--- src/rtl/ert_pkg.sv ---
package ert_pkg;

  localparam int unsigned TABLE_DEPTH_DEF = 16;

  typedef enum logic [1:0] {
    FN_STORE = 2'd0,
    FN_POST  = 2'd1,
    FN_GET   = 2'd2,
    FN_CHECK = 2'd3
  } ert_func_t;

  typedef enum logic [2:0] {
    ST_IDLE,
    ST_SCAN,
    ST_DRAIN,
    ST_APPLY,
    ST_AGE,
    ST_AGE_DRAIN,
    ST_DONE
  } ert_state_t;

  // fixed part of one table entry, the insertion rank sits above it in memory
  typedef struct packed {
    logic [15:0] number;
    logic [7:0]  etype;
    logic        signaled;
    logic [31:0] value;
  } ert_rec_t;

endpackage

--- src/rtl/ert_req_if.sv ---
interface ert_req_if;
  logic        valid;
  logic        ready;
  logic [1:0]  func;
  logic [15:0] requestor;
  logic [7:0]  event_type;
  logic [15:0] thread_number;
  logic [31:0] event_data;

  modport source (
    output valid, func, requestor, event_type, thread_number, event_data,
    input  ready
  );

  modport sink (
    input  valid, func, requestor, event_type, thread_number, event_data,
    output ready
  );
endinterface

--- src/rtl/ert_rsp_if.sv ---
interface ert_rsp_if;
  logic        valid;
  logic        ready;
  logic        found;
  logic [15:0] event_id;
  logic [31:0] event_value;
  logic        table_full;

  modport source (
    output valid, found, event_id, event_value, table_full,
    input  ready
  );

  modport sink (
    input  valid, found, event_id, event_value, table_full,
    output ready
  );
endinterface

--- src/rtl/ert_mem.sv ---
module ert_mem #(
  parameter int unsigned DEPTH = ert_pkg::TABLE_DEPTH_DEF,
  parameter int unsigned WIDTH = 61
) (
  input  logic                     clk,
  input  logic                     we,
  input  logic [$clog2(DEPTH)-1:0] waddr,
  input  logic [WIDTH-1:0]         wdata,
  input  logic                     re,
  input  logic [$clog2(DEPTH)-1:0] raddr,
  output logic [WIDTH-1:0]         rdata
);
  logic [WIDTH-1:0] mem [DEPTH];

  always_ff @(posedge clk) begin
    if (we) begin
      mem[waddr] <= wdata;
    end
  end

  always_ff @(posedge clk) begin
    if (re) begin
      rdata <= mem[raddr];
    end
  end
endmodule

--- src/rtl/event_request_table.sv ---
// Table of pending event requests. Each item is handled on its own: the
// controller sweeps the entry memory one address per cycle to find the free
// slot, the fill level and the oldest matching entry, then writes the result
// back. A store, post, check or get that finds nothing passes through the
// scan, drain, apply and done states; a get that removes an entry runs a
// second sweep of the memory to close the gap in the insertion order,
// followed by its drain step. The result sits in an output register,
// so the next item is accepted while it waits to be taken.
module event_request_table #(
  parameter int unsigned TABLE_DEPTH = ert_pkg::TABLE_DEPTH_DEF
) (
  input logic  clk,
  input logic  rst,
  ert_req_if.sink   req,
  ert_rsp_if.source rsp
);
  import ert_pkg::*;

  localparam int unsigned AW = $clog2(TABLE_DEPTH);
  localparam int unsigned CW = $clog2(TABLE_DEPTH + 1);
  localparam int unsigned RW = $bits(ert_rec_t);
  localparam int unsigned MW = AW + RW;
  localparam logic [AW-1:0] LAST = AW'(TABLE_DEPTH - 1);

  ert_state_t state, state_next;

  logic [TABLE_DEPTH-1:0] valid;
  logic [AW-1:0]          cnt;

  logic [1:0]  op_func;
  logic [15:0] op_requestor;
  logic [7:0]  op_type;
  logic [15:0] op_tnum;
  logic [31:0] op_data;

  logic          pipe_valid;
  logic          pipe_aging;
  logic          pipe_ent_valid;
  logic [AW-1:0] pipe_idx;

  logic [CW-1:0] count;
  logic          slot_found;
  logic [AW-1:0] slot;
  logic          best_found;
  logic [AW-1:0] best_idx;
  logic [AW-1:0] best_age;
  ert_rec_t      best_rec;

  logic          mem_we;
  logic [AW-1:0] mem_waddr;
  logic [MW-1:0] mem_wdata;
  logic          mem_re;
  logic [AW-1:0] mem_raddr;
  logic [MW-1:0] mem_rdata;

  logic [AW-1:0] rd_age;
  ert_rec_t      rd_rec;
  logic          hit;
  logic          better;

  logic        req_ready;
  logic        accept;
  logic        rsp_load;
  logic        rsp_valid;
  logic        res_found;
  logic [15:0] res_number;
  logic [31:0] res_value;
  logic        res_full;

  ert_mem #(
    .DEPTH (TABLE_DEPTH),
    .WIDTH (MW)
  ) u_mem (
    .clk   (clk),
    .we    (mem_we),
    .waddr (mem_waddr),
    .wdata (mem_wdata),
    .re    (mem_re),
    .raddr (mem_raddr),
    .rdata (mem_rdata)
  );

  assign accept    = req.valid && req_ready;
  assign req.ready = req_ready;

  assign rd_age = mem_rdata[MW-1:RW];
  assign rd_rec = ert_rec_t'(mem_rdata[RW-1:0]);

  always_comb begin
    if (op_func == FN_POST) begin
      hit = ((op_tnum == 16'd0) || (rd_rec.number == op_tnum)) && (rd_rec.etype == op_type);
    end else begin
      hit = rd_rec.signaled;
    end
    better = pipe_ent_valid && hit && (!best_found || (rd_age < best_age));
  end

  // next state
  always_comb begin
    state_next = state;
    case (state)
      ST_IDLE: begin
        if (req.valid) state_next = ST_SCAN;
      end
      ST_SCAN: begin
        if (cnt == LAST) state_next = ST_DRAIN;
      end
      ST_DRAIN: state_next = ST_APPLY;
      ST_APPLY: begin
        if ((op_func == FN_GET) && best_found) state_next = ST_AGE;
        else state_next = ST_DONE;
      end
      ST_AGE: begin
        if (cnt == LAST) state_next = ST_AGE_DRAIN;
      end
      ST_AGE_DRAIN: state_next = ST_DONE;
      ST_DONE: begin
        if (!rsp_valid || rsp.ready) state_next = ST_IDLE;
      end
      default: state_next = ST_IDLE;
    endcase
  end

  // outputs
  always_comb begin
    req_ready = 1'b0;
    mem_re    = 1'b0;
    mem_raddr = cnt;
    mem_we    = 1'b0;
    mem_waddr = '0;
    mem_wdata = '0;
    rsp_load  = 1'b0;
    case (state)
      ST_IDLE: req_ready = 1'b1;
      ST_SCAN: mem_re = 1'b1;
      ST_AGE:  mem_re = 1'b1;
      ST_APPLY: begin
        if ((op_func == FN_STORE) && slot_found) begin
          mem_we    = 1'b1;
          mem_waddr = slot;
          mem_wdata = {count[AW-1:0], op_requestor + 16'd1, op_type, 1'b0, 32'd0};
        end else if ((op_func == FN_POST) && best_found) begin
          mem_we    = 1'b1;
          mem_waddr = best_idx;
          mem_wdata = {best_age, best_rec.number, best_rec.etype, 1'b1, op_data};
        end
      end
      ST_DONE: rsp_load = !rsp_valid || rsp.ready;
      default: ;
    endcase
    // close the gap left by a removed entry
    if (pipe_valid && pipe_aging && pipe_ent_valid && (rd_age > best_age)) begin
      mem_we    = 1'b1;
      mem_waddr = pipe_idx;
      mem_wdata = {rd_age - AW'(1), rd_rec};
    end
  end

  always_comb begin
    res_found  = 1'b0;
    res_number = '0;
    res_value  = '0;
    res_full   = 1'b0;
    case (op_func)
      FN_STORE: begin
        res_found  = slot_found;
        res_number = slot_found ? op_requestor + 16'd1 : 16'd0;
        res_full   = !slot_found;
      end
      FN_POST: ;
      default: begin
        res_found  = best_found;
        res_number = best_found ? best_rec.number : 16'd0;
        res_value  = best_found ? best_rec.value : 32'd0;
      end
    endcase
  end

  always_ff @(posedge clk) begin
    if (rst) begin
      state      <= ST_IDLE;
      cnt        <= '0;
      pipe_valid <= 1'b0;
      pipe_aging <= 1'b0;
      valid      <= '0;
      rsp_valid  <= 1'b0;
    end else begin
      state      <= state_next;
      pipe_valid <= (state == ST_SCAN) || (state == ST_AGE);
      pipe_aging <= (state == ST_AGE);
      if ((state == ST_SCAN) || (state == ST_AGE)) begin
        cnt <= (cnt == LAST) ? '0 : cnt + AW'(1);
      end
      if (state == ST_APPLY) begin
        if ((op_func == FN_STORE) && slot_found) valid[slot] <= 1'b1;
        if ((op_func == FN_GET) && best_found) valid[best_idx] <= 1'b0;
      end
      if (rsp_load) rsp_valid <= 1'b1;
      else if (rsp.ready) rsp_valid <= 1'b0;
    end
  end

  // item capture, sweep pipeline and accumulators
  always_ff @(posedge clk) begin
    pipe_idx       <= cnt;
    pipe_ent_valid <= valid[cnt];
    if (accept) begin
      op_func      <= req.func;
      op_requestor <= req.requestor;
      op_type      <= req.event_type;
      op_tnum      <= req.thread_number;
      op_data      <= req.event_data;
      count        <= '0;
      slot_found   <= 1'b0;
      best_found   <= 1'b0;
    end else if (pipe_valid && !pipe_aging) begin
      if (pipe_ent_valid) begin
        count <= count + CW'(1);
      end else if (!slot_found) begin
        slot_found <= 1'b1;
        slot       <= pipe_idx;
      end
      if (better) begin
        best_found <= 1'b1;
        best_idx   <= pipe_idx;
        best_age   <= rd_age;
        best_rec   <= rd_rec;
      end
    end
  end

  always_ff @(posedge clk) begin
    if (rsp_load) begin
      rsp.found       <= res_found;
      rsp.event_id    <= res_number;
      rsp.event_value <= res_value;
      rsp.table_full  <= res_full;
    end
  end

  assign rsp.valid = rsp_valid;
endmodule

--- src/flat_wrapper.sv ---
// flat-port wrapper written by rule: the top's interface ports become plain ports
module event_request_table_flat import ert_pkg::*;
#(
  parameter int unsigned TABLE_DEPTH = ert_pkg::TABLE_DEPTH_DEF
)
  (clk, rst, req_valid, req_func, req_requestor, req_event_type, req_thread_number, req_event_data, req_ready, rsp_valid, rsp_found, rsp_event_id, rsp_event_value, rsp_table_full, rsp_ready);
  ert_req_if req_i ();
  ert_rsp_if rsp_i ();
  input logic clk;
  input logic rst;
  input wire logic [$bits(req_i.valid)-1:0] req_valid;
  input wire logic [$bits(req_i.func)-1:0] req_func;
  input wire logic [$bits(req_i.requestor)-1:0] req_requestor;
  input wire logic [$bits(req_i.event_type)-1:0] req_event_type;
  input wire logic [$bits(req_i.thread_number)-1:0] req_thread_number;
  input wire logic [$bits(req_i.event_data)-1:0] req_event_data;
  output wire logic [$bits(req_i.ready)-1:0] req_ready;
  output wire logic [$bits(rsp_i.valid)-1:0] rsp_valid;
  output wire logic [$bits(rsp_i.found)-1:0] rsp_found;
  output wire logic [$bits(rsp_i.event_id)-1:0] rsp_event_id;
  output wire logic [$bits(rsp_i.event_value)-1:0] rsp_event_value;
  output wire logic [$bits(rsp_i.table_full)-1:0] rsp_table_full;
  input wire logic [$bits(rsp_i.ready)-1:0] rsp_ready;
  assign req_i.valid = req_valid;
  assign req_i.func = req_func;
  assign req_i.requestor = req_requestor;
  assign req_i.event_type = req_event_type;
  assign req_i.thread_number = req_thread_number;
  assign req_i.event_data = req_event_data;
  assign req_ready = req_i.ready;
  assign rsp_valid = rsp_i.valid;
  assign rsp_found = rsp_i.found;
  assign rsp_event_id = rsp_i.event_id;
  assign rsp_event_value = rsp_i.event_value;
  assign rsp_table_full = rsp_i.table_full;
  assign rsp_i.ready = rsp_ready;
  event_request_table #(.TABLE_DEPTH(TABLE_DEPTH)) u_core (.clk(clk), .rst(rst), .req(req_i), .rsp(rsp_i));
endmodule
--- config.mk ---
export PLATFORM = sky130hd
export DESIGN_NAME = event_request_table_flat
export DESIGN_NICKNAME = d
export VERILOG_FILES = /design/src/rtl/ert_pkg.sv /design/src/rtl/ert_req_if.sv /design/src/rtl/ert_rsp_if.sv /design/src/rtl/ert_mem.sv /design/src/rtl/event_request_table.sv /design/src/flat_wrapper.sv
export SDC_FILE = /design/constraint.sdc
export NUM_CORES = 1
export LEC_CHECK = 0
export BUFFER_PORTS_ARGS = -buffer_cell sky130_fd_sc_hd__buf_2
export CORE_UTILIZATION = 42
export DETAILED_ROUTE_END_ITERATION = 10
export PLACE_DENSITY_LB_ADDON = 0.12
export SYNTH_ARGS = -nofsm -noshare
export SYNTH_HDL_FRONTEND = slang
export SYNTH_SLANG_ARGS = --single-unit
--- constraint.sdc ---
create_clock -name clk -period 8.7 [get_ports clk]
set_input_delay 1.305 -clock clk [delete_from_list [all_inputs] [get_ports clk]]
set_output_delay 1.305 -clock clk [all_outputs]
set_load 0.01 [all_outputs]
==> results of run 1 <==
synthesized netlist by cell type (all sizes together), types with 6 or more instances:
cell	count	area [um2]
nor3	6	30.0
nand3b	8	60.1
and3	36	225
mux4	310	6980
nor2b	9	56.3
dfxtp	37	741
nand4	15	93.8
nand2	115	432
clkbuf	67	251
xnor2	19	166
a211oi	18	135
nor4	18	128
buf	51	365
a2bb2oi	6	52.6
o31ai	17	128
edfxtp	1229	36900
a21o	7	52.6
xor2	22	193
a22oi	10	75.1
nand2b	10	62.6
o21ai	67	335
ha	8	100
a21oi	38	190
nor2	33	124
inv	9	33.8
nand3	25	125
layer usage:
layer | share of wire, % | vias to the layer above | GRT usage [%]
li1 | - | 9760 | -
met1 | 44 | 12400 | 29.5
met2 | 48 | 753 | 32.3
met3 | 5.8 | 151 | 3.50
met4 | 1.9 | 2 | 5.39
met5 | 0.011 | - | 0
registers in the layout, indices dropped and copies added (netlist names), 32 cells and up:
signal                  count
u_core.op_data             32
u_core.u_mem.mem          976
u_core.rsp.event_value     32
u_core.u_mem.rdata         61
u_core.best_rec            56
area by class of cell:
class	count	area (um2)	area share (%)
Clock buffer	169	3680	6.63
Clock inverter	79	666	1.20
Inverter	9	33.8	0.0609
Multi-Input combinational cell	838	10300	18.7
Sequential cell	1266	37700	67.9
Tap cell	1512	1890	3.41
Timing Repair Buffer	192	1160	2.09
kinds of logic after synthesis:
family          count (synthesis)  share of synthesized area [%]
compound gates                183                           2.35
xor+xnor                       41                          0.742
fa+ha+maj                       8                          0.207
buf+inv                       127                           1.34
flops                        1266                           77.8
mux                           315                           14.5
simple gates                  291                           3.01
worst max path at each step:
stage	start	to	slack (ps)	depth (start not counted)
after CTS	u_core.best_found	u_core.u_mem.mem[3][48]	4420	8
after global placement	u_core.best_found	u_core.u_mem.mem[3][9]	4530	8
after global routing	u_core.best_found	u_core.u_mem.mem[3][48]	4290	8
after detailed placement	u_core.best_found	u_core.u_mem.mem[3][54]	4450	8
final	u_core.best_found	u_core.u_mem.mem[3][48]	4540	8
after floorplan	req_valid	u_core.best_age[0]	1280	3
power by group through the flow:
| stage | combinational (mW) | sequential (mW) | clock (mW) |
|---|---|---|---|
| after floorplan | 0.254 | 6.80 | 0 |
| after global placement | 0.317 | 6.84 | 0 |
| after detailed placement | 0.319 | 6.84 | 0 |
| after CTS | 0.321 | 6.71 | 5.73 |
| after global routing | 0.337 | 6.71 | 5.94 |
| final | 0.312 | 6.71 | 5.60 |
worst reg2reg max path: cells and delay by family, from the launching register on:
family          cells  cell delay, ps
buf+inv             3            1680
simple gates        4            1590
flops               1             310
compound gates      1             160
==> results.sh, run 1 <==
export IMPL_intPower_mw=10.0
export IMPL_ys_ff_latch=1266
export IMPL_portBuffers=129
export IMPL_synth_edf_count=1229
export IMPL_synth_warnings=0
export IMPL_first_pass_iters=7
export IMPL_tns_ps=0
export IMPL_crit_top_cell="buf_4"
export IMPL_grt_antenna_before_repair=5
export IMPL_ys_async_sr_fraction_pct=0
export IMPL_clock_skew_ps=38.6
export IMPL_final_cell_mix="edfxtp_1 (1229), mux4_2 (310), clkbuf_16 (143)"
export IMPL_layout_cells_non_filler=4065
export IMPL_die_h_um=341
export IMPL_cts_resized=0
export IMPL_status="complete, no violations"
export IMPL_rows=124
export IMPL_leakage_nw=19.6
export IMPL_synth_cells=2231
export IMPL_ios=130
export IMPL_drive_gt1_share_pct=28.2
export IMPL_clock_latency_ps=740
export IMPL_net_switching_power_mw=2.61
export IMPL_ys_seq_area_share_pct=77.8
export IMPL_hold_depth=0
export IMPL_grt_pass1_vias=24000
export IMPL_layout_commonest_cell="edfxtp_1"
export IMPL_dp_cells=3817
export IMPL_clk_pin_slew_worst_paths_ps=60
export IMPL_rr_startpoint="u_core.best_found"
export IMPL_ir_drop_mv=0.202
export IMPL_synth_cell_type_count=52
export IMPL_critPathCaptureType="flop"
export IMPL_critPathMaxStageDelay_ps=760
export IMPL_drt_initial_drc_count=2420
export IMPL_share_seq_of_total_power_pct=53.1
export IMPL_antenna_cells=0
export IMPL_die_w_um=341
export IMPL_grt_pass1_wl_um=170000
export IMPL_power_frac_clock_pct=44.4
export IMPL_clock_sinks=1266
export IMPL_hold_viol_final=0
export IMPL_crit_fanout=41
export IMPL_cp_data_required_time_ps=9050
export IMPL_p_per_area_nw_per_um2=228
export IMPL_startpoint_type="flop"
export IMPL_reg2reg_to="u_core.u_mem.mem[3][48]"
export IMPL_max_freq_ghz=0.240
export IMPL_cts_buffers=139
export IMPL_synth_nets=2317
export IMPL_initial_core_util_pct=42.3
export IMPL_grt_max_degree=126
export IMPL_layout_min_cycle_time_ps=4160
export IMPL_worstSetupPathType="reg2reg"
export IMPL_drv_slew=0
export IMPL_min_delay_start="u_core.u_mem.rdata[24]"
export IMPL_grt_ovfl_total=0
export IMPL_postCtsHoldBufs=0
export IMPL_switching_share_pct=20.7
export IMPL_p_comb_share_pct=2.5
export IMPL_dpl_cell_area_um2=51100
export IMPL_htreeDepth=4
export IMPL_wirelength_um=117000
export IMPL_fin_util_pct=48.5
export IMPL_setup_viol=0
export IMPL_syn_avg_cell_area_um2=21.7
export IMPL_num_nets_final=2532
export IMPL_fin_area_um2=55400
export IMPL_cp_slowest_cell="and3b_1"
export IMPL_viasPerCell=5.68
export IMPL_power_total_mw=12.6
export IMPL_hold_end="u_core.best_rec[24]"
export IMPL_cts_tree="yes"
export IMPL_r2r_setup_slack_ps=4540
export IMPL_coreArea_um2=114000
export IMPL_hold_ws_ps=452
export IMPL_postCtsSetupBuffers=0
export IMPL_gp_congestion=0.804
export IMPL_drcViolationCount=0
export IMPL_rsz0062_at_grt="false"
export IMPL_syn_area_um2=48400
export IMPL_reg2regPathDepth=8
export IMPL_cts_root_buf="clkbuf_16"
export IMPL_die_area_um2=117000
export IMPL_max_slew_margin_rel_pct=14.5
export IMPL_worstPathArrival_ps=4510
export IMPL_num_fill_cells=9214
export IMPL_clk_path_buf_depth=3
export IMPL_area_delta_synth_final_pct=14.6
export IMPL_place_ws_ps=4450
export IMPL_maxCapViolations=0
export IMPL_dr_total_vias=23100
export IMPL_final_setup_worst_slack_ps=4540
export IMPL_wl_per_cell_um=28.8
export IMPL_hp_class="reg2reg"
export IMPL_timing_final_crit_share_pct=47.8
export IMPL_grt_util_all_layers_pct=20.4
export IMPL_ant_nets=0
export IMPL_crit_chain="buf_4 > and3b_1 > nor2_1 > nor4_1 > nand2b_1 > o21ai_4 > buf_4 > buf_4"
export IMPL_crit_family="buffers and inverters"
export IMPL_hpwl_um=59300
export IMPL_synthFlopType="edfxtp_1"
export IMPL_worst_slew_pin_transition_ps=1270
export IMPL_path_buf_inv=3
(Power assumes the default switching activity.)
==> run 2, diff against run 1 <==
Clock period 8.7 ns to 3.35 ns, I/O delays scaled along.
==> run 2 against run 1 <==
Via count is 2.8% higher. Register-to-register slack lost 4200 ps. Non-clock buffer count grew 112. Design area rose by 3.2%. Sequential cell count unchanged. Utilization up 1.5 points. Setup slack got worse by 4200 ps. Clock power rose to 2.7 times the previous value. Wire length increased by 2.1%. Hold slack got worse by 240 ps. Largest power group unchanged.
==> results.sh, run 2 (same netlist as run 1, synthesis figures left out) <==
export IMPL_rr_startpoint="u_core.u_mem.rdata[58]"
export IMPL_area_delta_synth_final_pct=18.2
export IMPL_status="complete, no violations"
export IMPL_drt_initial_drc_count=2273
export IMPL_clock_latency_ps=740
export IMPL_min_delay_start="rsp_ready"
export IMPL_hold_end="u_core.rsp.valid"
export IMPL_portBuffers=129
export IMPL_wl_per_cell_um=28.6
export IMPL_r2r_setup_slack_ps=320
export IMPL_die_w_um=341
export IMPL_dr_total_vias=23700
export IMPL_tns_ps=0
export IMPL_hpwl_um=67000
export IMPL_top_register="u_core.u_mem.mem"
export IMPL_critPathCaptureType="flop"
export IMPL_clock_sinks=1266
export IMPL_num_fill_cells=9039
export IMPL_worstPathArrival_ps=3400
export IMPL_ant_nets=0
export IMPL_wirelength_um=120000
export IMPL_timing_final_crit_share_pct=90.5
export IMPL_setup_viol=0
export IMPL_num_nets_final=2642
export IMPL_grt_antenna_before_repair=2
export IMPL_grt_pass1_wl_um=173000
export IMPL_initial_core_util_pct=42.3
export IMPL_ios=130
export IMPL_worst_slew_pin_transition_ps=1160
export IMPL_dpl_cell_area_um2=51900
export IMPL_maxCapViolations=0
export IMPL_layout_min_cycle_time_ps=3030
export IMPL_clk_pin_slew_worst_paths_ps=60
export IMPL_grt_util_all_layers_pct=20.8
export IMPL_leakage_nw=20.3
export IMPL_postCtsSetupBuffers=0
export IMPL_cp_data_required_time_ps=3720
export IMPL_crit_fanout=47
export IMPL_htreeDepth=4
export IMPL_cts_resized=0
export IMPL_cts_tree="yes"
export IMPL_first_pass_iters=5
export IMPL_drcViolationCount=0
export IMPL_max_freq_ghz=0.330
export IMPL_p_per_area_nw_per_um2=585
export IMPL_final_cell_mix="edfxtp_1 (1229), mux4_2 (310), clkbuf_16 (140)"
export IMPL_rows=124
export IMPL_reg_top3="u_core.u_mem.mem (976), u_core.u_mem.rdata (61), u_core.best_rec (56)"
export IMPL_fin_util_pct=50.0
export IMPL_clk_path_buf_depth=3
export IMPL_drive_gt1_share_pct=28.8
export IMPL_grt_max_degree=61
export IMPL_ir_drop_mv=0.451
export IMPL_largest_register_ffs=976
export IMPL_max_slew_margin_rel_pct=22.1
export IMPL_worstSetupPathType="reg2reg"
export IMPL_die_h_um=341
export IMPL_grt_pass1_vias=24500
export IMPL_clock_skew_ps=44.7
export IMPL_fin_area_um2=57200
export IMPL_power_total_mw=33.4
export IMPL_drv_slew=0
export IMPL_rsz0062_at_grt="false"
export IMPL_grt_ovfl_total=0
export IMPL_reg2regPathDepth=8
export IMPL_hold_depth=3
export IMPL_viasPerCell=5.68
export IMPL_cts_buffers=137
export IMPL_gp_congestion=0.792
export IMPL_hold_viol_final=0
export IMPL_startpoint_type="flop"
export IMPL_coreArea_um2=114000
export IMPL_cts_root_buf="clkbuf_16"
export IMPL_layout_commonest_cell="edfxtp_1"
export IMPL_reg2reg_to="u_core.u_mem.mem[4][3]"
export IMPL_die_area_um2=117000
export IMPL_antenna_cells=0
export IMPL_hp_class="in2reg"
run 2: critical path, stage by stage, from the launching register on:
cell and delay, ps:
edfxtp_1 440, ha_1 310, nor2b_1 130, o211ai_1 300, a21oi_4 210, buf_12 240
buf_4 220, o31ai_4 250, buf_4 520
run 2: worst max-delay path by stage:
| stage | cells after the start | endpoint | start | slack, ps |
|---|---|---|---|---|
| final | 8 | u_core.u_mem.mem[4][3] | u_core.u_mem.rdata[58] | 320 |
| after global routing | 8 | u_core.u_mem.mem[12][47] | u_core.u_mem.rdata[58] | 90 |
| after CTS | 8 | u_core.u_mem.mem[4][53] | u_core.u_mem.rdata[58] | 300 |
| after detailed placement | 8 | u_core.u_mem.mem[4][24] | u_core.u_mem.rdata[58] | 330 |
| after global placement | 8 | u_core.u_mem.mem[6][9] | u_core.u_mem.rdata[58] | 360 |
| after floorplan | 5 | u_core.best_age[0] | u_core.u_mem.rdata[52] | -750 |
run 2: layer usage:
| metal | vias up | share of wire, % | global-route usage (%) |
|---|---|---|---|
| met5 | - | 0 | 0 |
| met4 | 0 | 1.9 | 5.47 |
| met3 | 142 | 6.3 | 4.04 |
| met2 | 762 | 47 | 32.0 |
| met1 | 12800 | 45 | 30.4 |
| li1 | 9994 | - | - |
run 2: power by group:
group | internal (mW) | switching, mW
logic | 0.449 | 0.503
clock network | 8.91 | 6.19
registers | 17.3 | 0.121
total | 26.6 | 6.81
run 2: per-stage QoR:
stage          cells  setup slack, ps  hold slack (ps)
6_report        4180              318              213
2_1_floorplan   2231             -747              338
4_1_cts         4180              304              164
3_3_place_gp    3855              355              446
3_5_place_dp    3855              326              436
5_1_grt         4180             92.2              181
run 2: final cells by class:
cell class / instances / area, um2 / share of cell area (%)
Multi-Input combinational cell: 838 / 10300 / 18.1
Sequential cell: 1266 / 37700 / 65.9
Inverter: 9 / 33.8 / 0.0591
Tap cell: 1512 / 1890 / 3.31
Clock inverter: 86 / 905 / 1.58
Clock buffer: 165 / 3620 / 6.33
Timing Repair Buffer: 304 / 2730 / 4.78
run 2: repair_timing:
action,in CTS,in global routing
hold buffers,74,0
setup endpoints to repair,0,0
hold endpoints to repair,74,0
